## config.mk

```make
export PLATFORM = sky130hd
export DESIGN_NAME = software_timer_table_unit
export DESIGN_NICKNAME = d
export VERILOG_FILES = /design/src/stt_pkg.sv /design/src/software_timer_table_unit.sv
export SDC_FILE = /design/constraint.sdc
export NUM_CORES = 2
export LEC_CHECK = 0
export ABC_AREA = 1
export BUFFER_PORTS_ARGS = -buffer_cell sky130_fd_sc_hd__clkbuf_2
export CORE_MARGIN = 2
export CORE_UTILIZATION = 45
export DETAILED_ROUTE_END_ITERATION = 12
export GPL_TIMING_DRIVEN = 0
export PLACE_DENSITY = 0.7
export SLEW_MARGIN = 10
export SYNTH_ARGS = -nofsm -noshare
export SYNTH_HDL_FRONTEND = slang
export SYNTH_SLANG_ARGS = --single-unit
```

## constraint.sdc

```tcl
create_clock -name clk -period 33 [get_ports clk]
set_input_delay 1.65 -clock clk [delete_from_list [all_inputs] [get_ports clk]]
set_output_delay 1.65 -clock clk [all_outputs]
set_load 0.03 [all_outputs]
```

## src/stt_pkg.sv

```systemverilog
// ----------------------------------------------------------------------------
// stt_pkg
// Shared types and constants of the software timer table.
// ----------------------------------------------------------------------------
package stt_pkg;

    localparam int MAX_TIMERS = 8;
    localparam int IDX_W      = (MAX_TIMERS > 1) ? $clog2(MAX_TIMERS) : 1;
    localparam int CNT_W      = $clog2(MAX_TIMERS + 1);

    typedef enum logic [1:0] {
        FUNC_TICK    = 2'd0,
        FUNC_CREATE  = 2'd1,
        FUNC_RESTART = 2'd2,
        FUNC_DELETE  = 2'd3
    } func_t;

    localparam logic KIND_REPLY  = 1'b0;
    localparam logic KIND_EXPIRY = 1'b1;

    typedef struct packed {
        func_t       func;
        logic [63:0] now_ms;
        logic [31:0] interval_ms;
        logic        repeat_req;
        logic [7:0]  timer_id;
    } req_t;

    typedef struct packed {
        logic       kind;
        logic [7:0] result_id;
        logic       last;
    } rsp_t;

    typedef struct packed {
        logic [7:0]  id;
        logic        rpt;
        logic [31:0] interval;
        logic [63:0] expiry;
    } entry_t;

    typedef enum logic [1:0] {
        ST_IDLE,
        ST_REPLY,
        ST_SCAN,
        ST_FLUSH
    } state_t;

endpackage

```

## src/software_timer_table_unit.sv

```systemverilog
// ----------------------------------------------------------------------------
// software_timer_table_unit
// Ordered table of periodic and one-shot timers held in one memory.
// ----------------------------------------------------------------------------
// A create request returns its reply through the output register. Tick,
// restart and delete walk the table through the single read port of the entry
// memory, one entry per cycle unless the output side stalls the walk, and a
// tick then sends its final expiry. A walk writes each kept entry back to the
// next free slot, so removal closes up the table in the same pass. A new
// request is taken once the last result is in the output register, even while
// that result waits on the output.
module software_timer_table_unit
    import stt_pkg::*;
(
    input  logic clk,
    input  logic rst_n,
    input  logic req_valid,
    output logic req_stall,
    input  req_t req,
    output logic rsp_valid,
    input  logic rsp_stall,
    output rsp_t rsp
);

    entry_t mem [MAX_TIMERS];
    entry_t rdata_reg;
    logic              mem_we;
    logic [IDX_W-1:0]  mem_waddr;
    logic [IDX_W-1:0]  mem_raddr;
    entry_t            mem_wdata;

    state_t            state_reg, state_next;
    req_t              req_reg, req_next;
    logic [CNT_W-1:0]  used_reg, used_next;
    logic [7:0]        next_id_reg, next_id_next;
    logic [IDX_W-1:0]  rd_reg, rd_next;
    logic [IDX_W-1:0]  wr_reg, wr_next;
    logic              found_reg, found_next;
    logic              pend_valid_reg, pend_valid_next;
    logic [7:0]        pend_id_reg, pend_id_next;
    logic              out_valid_reg, out_valid_next;
    rsp_t              out_reg, out_next;

    logic   out_free;
    logic   out_load;
    rsp_t   out_data;
    logic   accept;
    logic   hit;
    logic   expired;
    logic   keep;
    logic   emit;
    logic   hold;
    logic   at_end;
    entry_t upd;
    logic [7:0] id_inc;

    assign req_stall = (state_reg != ST_IDLE);
    assign accept    = req_valid && !req_stall;
    assign out_free  = !out_valid_reg || !rsp_stall;
    assign rsp_valid = out_valid_reg;
    assign rsp       = out_reg;

    always_ff @(posedge clk)
    begin
        if (mem_we)
        begin
            mem[mem_waddr] <= mem_wdata;
        end
        rdata_reg <= mem[mem_raddr];
    end

    always_comb
    begin
        state_next      = state_reg;
        req_next        = req_reg;
        used_next       = used_reg;
        next_id_next    = next_id_reg;
        rd_next         = rd_reg;
        wr_next         = wr_reg;
        found_next      = found_reg;
        pend_valid_next = pend_valid_reg;
        pend_id_next    = pend_id_reg;
        mem_we          = 1'b0;
        mem_waddr       = wr_reg;
        mem_raddr       = '0;
        mem_wdata       = rdata_reg;
        out_load        = 1'b0;
        out_data        = out_reg;
        hit             = 1'b0;
        expired         = 1'b0;
        keep            = 1'b1;
        emit            = 1'b0;
        hold            = 1'b0;
        at_end          = 1'b0;
        upd             = rdata_reg;
        id_inc          = next_id_reg + 8'd1;

        case (state_reg)
            ST_IDLE:
            begin
                if (accept)
                begin
                    req_next   = req;
                    rd_next    = '0;
                    wr_next    = '0;
                    found_next = 1'b0;
                    if (req.func == FUNC_CREATE)
                    begin
                        state_next   = ST_REPLY;
                        pend_id_next = 8'd0;
                        if (used_reg < CNT_W'(MAX_TIMERS))
                        begin
                            mem_we           = 1'b1;
                            mem_waddr        = used_reg[IDX_W-1:0];
                            mem_wdata.id       = next_id_reg;
                            mem_wdata.rpt      = req.repeat_req;
                            mem_wdata.interval = req.interval_ms;
                            mem_wdata.expiry   = req.now_ms + 64'(req.interval_ms);
                            used_next        = used_reg + CNT_W'(1);
                            pend_id_next     = next_id_reg;
                            next_id_next     = (id_inc == 8'd0) ? 8'd1 : id_inc;
                        end
                    end
                    else if (used_reg != '0)
                    begin
                        state_next = ST_SCAN;
                    end
                end
            end

            ST_REPLY:
            begin
                // pend_id_reg carries the create reply id here
                if (out_free)
                begin
                    out_load           = 1'b1;
                    out_data.kind      = KIND_REPLY;
                    out_data.result_id = pend_id_reg;
                    out_data.last      = 1'b1;
                    state_next         = ST_IDLE;
                end
            end

            ST_SCAN:
            begin
                hit     = (rdata_reg.id == req_reg.timer_id) && !found_reg;
                expired = (req_reg.now_ms >= rdata_reg.expiry);
                at_end  = (CNT_W'(rd_reg) == used_reg - CNT_W'(1));
                case (req_reg.func)
                    FUNC_TICK:
                    begin
                        if (expired)
                        begin
                            emit       = 1'b1;
                            keep       = rdata_reg.rpt;
                            upd.expiry = rdata_reg.expiry + 64'(rdata_reg.interval);
                        end
                    end
                    FUNC_RESTART:
                    begin
                        if (hit)
                        begin
                            upd.expiry = req_reg.now_ms + 64'(rdata_reg.interval);
                            found_next = 1'b1;
                        end
                    end
                    FUNC_DELETE:
                    begin
                        if (hit)
                        begin
                            keep       = 1'b0;
                            found_next = 1'b1;
                        end
                    end
                    default:
                    begin
                        keep = 1'b1;
                    end
                endcase

                hold = emit && pend_valid_reg && !out_free;
                if (hold)
                begin
                    mem_raddr  = rd_reg;
                    found_next = found_reg;
                end
                else
                begin
                    if (keep)
                    begin
                        mem_we    = 1'b1;
                        mem_waddr = wr_reg;
                        mem_wdata = upd;
                        wr_next   = wr_reg + IDX_W'(1);
                    end
                    if (emit)
                    begin
                        if (pend_valid_reg)
                        begin
                            out_load           = 1'b1;
                            out_data.kind      = KIND_EXPIRY;
                            out_data.result_id = pend_id_reg;
                            out_data.last      = 1'b0;
                        end
                        pend_valid_next = 1'b1;
                        pend_id_next    = rdata_reg.id;
                    end
                    if (at_end)
                    begin
                        used_next  = CNT_W'(wr_reg) + CNT_W'(keep);
                        state_next = pend_valid_next ? ST_FLUSH : ST_IDLE;
                    end
                    else
                    begin
                        rd_next   = rd_reg + IDX_W'(1);
                        mem_raddr = rd_reg + IDX_W'(1);
                    end
                end
            end

            ST_FLUSH:
            begin
                if (out_free)
                begin
                    out_load           = 1'b1;
                    out_data.kind      = KIND_EXPIRY;
                    out_data.result_id = pend_id_reg;
                    out_data.last      = 1'b1;
                    pend_valid_next    = 1'b0;
                    state_next         = ST_IDLE;
                end
            end

            default:
            begin
                state_next = ST_IDLE;
            end
        endcase
    end

    always_comb
    begin
        out_valid_next = out_valid_reg && rsp_stall;
        out_next       = out_reg;
        if (out_load)
        begin
            out_valid_next = 1'b1;
            out_next       = out_data;
        end
    end

    always_ff @(posedge clk or negedge rst_n)
    begin
        if (!rst_n)
        begin
            state_reg      <= ST_IDLE;
            used_reg       <= '0;
            next_id_reg    <= 8'd1;
            rd_reg         <= '0;
            wr_reg         <= '0;
            found_reg      <= 1'b0;
            pend_valid_reg <= 1'b0;
            out_valid_reg  <= 1'b0;
        end
        else
        begin
            state_reg      <= state_next;
            used_reg       <= used_next;
            next_id_reg    <= next_id_next;
            rd_reg         <= rd_next;
            wr_reg         <= wr_next;
            found_reg      <= found_next;
            pend_valid_reg <= pend_valid_next;
            out_valid_reg  <= out_valid_next;
        end
    end

    always_ff @(posedge clk)
    begin
        req_reg     <= req_next;
        pend_id_reg <= pend_id_next;
        out_reg     <= out_next;
    end

endmodule

```

==> results.json <==
{
  "result_of_the_run": "completed",
  "hold_path_end": "rsp[3]",
  "rsz_0062_raised_after_global_routing": "no",
  "cts_made_buffers": 109,
  "postCtsHoldBufs": 0,
  "pwr-share-clk_pct": 17.3,
  "groute.layer.met2.usage_pct": 51.1,
  "holdPathStages": 0,
  "cts_sinks": 1060,
  "final_util_pct": 50.9,
  "number_of_levels_in_the_clock_h_tree": 3,
  "post_synth_instance_area_mm2": 0.0593,
  "synth_warnings": 0,
  "power.share.combinational_pct": 51.3,
  "rr_worst_depth": 12,
  "period_share_pct": 19.8,
  "maxSlewViolCount": 0,
  "die-area_mm2": 0.135,
  "grt_overflow_total": 0,
  "num_vias": 53691,
  "drt_pre_antenna_iters": 9,
  "drt_drc_violations_left": 0,
  "cts_buffer_depth": 3,
  "finalWirelength_um": 239000,
  "drt-initial-drc-count": 7673,
  "setup.reg_to_reg.worst_slack_ns": 26.47,
  "port_buffers": 122,
  "beginning_of_the_worst_register_to_register_path": "state_reg[1]",
  "critical_path_peak_fanout": 24,
  "synthesis.nets": 7423,
  "worst_hold_startpoint": "pend_id_reg[2]",
  "worstPathArrival_ns": 6.99,
  "synth-seq-cells": 1060,
  "synth_edf_count": 932,
  "area.growth.synth_to_final_pct": 12.5,
  "die_h_um": 367,
  "internal_power_mw": 3.75,
  "die_width_um": 367,
  "worst_setup_hold_path_clk_slew_ns": 0.06,
  "final_period_minus_worst_setup_slack_ns": 6.53,
  "post_cts_resize_count": 0,
  "synth-async-reset-ratio_pct": 2.17,
  "core-area_mm2": 0.131,
  "netlist_instances": 7139,
  "route.detailed.vias_per_inst": 5.79,
  "synth.yosys.seq_area_share_pct": 51.7,
  "finalWeightedCongestion": 1.07,
  "post_synth_num_cell_types": 59,
  "grt_max_degree": 30,
  "worst-endpoint-required_ns": 33.45,
  "ios": 123,
  "cap_violations": 0,
  "grt_first_pass_wirelength_um": 339000,
  "clock_latency_ns": 0.78,
  "power-per-cell-area_mw_per_mm2": 111,
  "power_dissipated_by_switching_net_loads_mw": 3.63,
  "worst_slew_margin_rel_pct": 3.96,
  "syn-mean-instance-area_um2": 8.31,
  "max_reg_flops": 840,
  "instances_no_fill": 9281,
  "share_of_final_layout_standard_cells_stronger_than_drive_strength_1_pct": 7.09,
  "antenna_found_initial": 18,
  "finClkSkew_ns": 0.0479,
  "seq_power_share_pct": 31.4,
  "critPathLaunchType": "flip-flop",
  "hpwl_um": 182000,
  "final_total_negative_setup_slack_ns": 0,
  "cts_root_buffer": "sky130_fd_sc_hd__clkbuf_16",
  "global_route.usage.total_pct": 34.7,
  "synthFlopType": "sky130_fd_sc_hd__edfxtp_1",
  "worstReg2RegEnd": "mem[0][39]",
  "grt_use_met3_pct": 9.89,
  "route.antenna.remaining_nets": 0,
  "hold_viol": 0,
  "cts_setup_buffers": 0,
  "place_inst": 9053,
  "routed_wire_length_per_instance_um": 25.7,
  "critical_path.endpoint_type": "flip-flop",
  "worstSetupPathType": "reg -> reg",
  "final_net_count": 7694,
  "worst_slew_pin_slew_ns": 1.44,
  "power.share.switching_pct": 49.2,
  "static_leakage_nw": 29.5,
  "start_util_pct": 45.2,
  "grt_pass1_vias": 49863,
  "totalPowerFinal_mw": 7.38,
  "rows": 133,
  "setup-violations-final": 0,
  "timing.hold.worst.class": "reg -> reg",
  "grt.met1_usage_pct": 46.5,
  "fmax_mhz": 153,
  "grt.busiest_layer": "met2",
  "tritoncts": "built",
  "irDropWorstVdd_uv": 74.3
}
==> power groups by stage <==
stage,Sequential [mW],Clock (mW),Combinational [mW]
after CTS,2.29,1.28,3.63
final,2.32,1.28,3.78
after floorplan,2.21,0,2.23
after global routing,2.32,1.33,4.04
after global placement,2.38,0,3.51
after detailed placement,2.32,0,3.61
==> layer usage <==
metal / up-vias / share of wire, %
met2: 3401 / 42
li1: 24299 / -
met4: 10 / 5.6
met3: 620 / 13
met1: 25361 / 39
met5: - / 0.028
==> cell type report <==
cell class              count  area (um2)
fillers                 12242       64400
repair buffers            160        1420
diodes                     20        50.0
plain buffers             338        1490
inverters                1273        4780
clock buffers             152        3060
clock inverters            55         609
flip-flops and latches   1060       30700
multi-input cells        4468       22500
well taps                1755        2200
==> cell usage in the layout (no fill, tap or decap), drive strengths merged, types with 3 or more instances in the layout <==
master	count
nand2	1879
inv	1274
edfxtp	932
nand3	653
nand4	478
clkbuf	457
nor2	344
o21ai	291
a21oi	269
buf	193
ha	170
dfxtp	105
nor3	80
xor2	48
clkinv	40
xnor2	37
o211ai	30
a31oi	25
dfrtp	22
or2	21
diode	20
o21bai	20
nor4	19
nand3b	18
a21o	16
o21a	12
o22ai	12
a21boi	9
bufinv	9
o2111ai	8
and2	6
clkinvlp	5
nor3b	3
a22oi	3
fa	3
==> worst max-delay path by stage <==
stage / start / end / slack [ns] / cells past startpoint
2_1_floorplan: req_valid / mem[0][0] / 21.72 / 8
3_3_place_gp: req_valid / mem[0][35] / 14.05 / 10
3_5_place_dp: req_valid / mem[0][29] / 26.40 / 12
4_1_cts: state_reg[1] / mem[0][33] / 26.63 / 12
5_1_grt: state_reg[1] / mem[0][39] / 26.37 / 12
6_report: state_reg[1] / mem[0][39] / 26.47 / 12
==> logic make-up (layout without fill, tap and decap cells) <==
| group | Yosys count | count (layout) | synth area share [%] |
|---|---|---|---|
| and+or+nand+nor | 3505 | 3505 | 26.2 |
| buffers and inverters | 1611 | 1978 | 10.6 |
| DFF | 1060 | 1060 | 51.7 |
| AOI/OAI and AO/OA | 704 | 704 | 6.53 |
| adders and majority gates | 173 | 173 | 3.69 |
| xor gates and xnor gates | 85 | 85 | 1.26 |
| muxes | 1 | 1 | 0.0169 |
| other | 0 | 20 | 0 |
==> synth_stat cells (79+ instances only) <==
cell type                  count  share of area [%]
sky130_fd_sc_hd__buf_2       133                1.1
sky130_fd_sc_hd__nor3_1       79               0.67
sky130_fd_sc_hd__inv_1      1265                8.0
sky130_fd_sc_hd__edfxtp_1    932                 47
sky130_fd_sc_hd__dfxtp_1     105                3.5
sky130_fd_sc_hd__nor2_1      340                2.2
sky130_fd_sc_hd__nand4_1     476                5.0
sky130_fd_sc_hd__nand2_1    1877                 12
sky130_fd_sc_hd__o21ai_0     281                2.4
sky130_fd_sc_hd__a21oi_1     268                2.3
sky130_fd_sc_hd__clkbuf_1    183                1.2
sky130_fd_sc_hd__ha_1        170                3.6
sky130_fd_sc_hd__nand3_1     648                5.5
==> through the flow <==
step | hold WS [ns] | setup WS (ns) | area, um2
after floorplan | 0.400 | 21.72 | 59300
after global placement | 0.405 | 14.05 | 62100
after detailed placement | 0.406 | 26.40 | 63000
after CTS | 0.419 | 26.63 | 66700
after global routing | 0.426 | 26.37 | 66700
final | 0.418 | 26.47 | 66700
==> worst max-delay path: stages (launching register included) <==
cell                       delay, ns
sky130_fd_sc_hd__dfrtp_1        0.53
sky130_fd_sc_hd__nor2_2         0.65
sky130_fd_sc_hd__inv_1          0.43
sky130_fd_sc_hd__nor2_4         0.75
sky130_fd_sc_hd__inv_1          0.29
sky130_fd_sc_hd__nor2_1         0.45
sky130_fd_sc_hd__clkinv_1       0.32
sky130_fd_sc_hd__o21ai_1        0.73
sky130_fd_sc_hd__inv_1          0.38
sky130_fd_sc_hd__nor2_4         0.85
sky130_fd_sc_hd__buf_12         0.29
sky130_fd_sc_hd__buf_12         0.23
sky130_fd_sc_hd__buf_12         0.22
(Power assumes the default switching activity.)
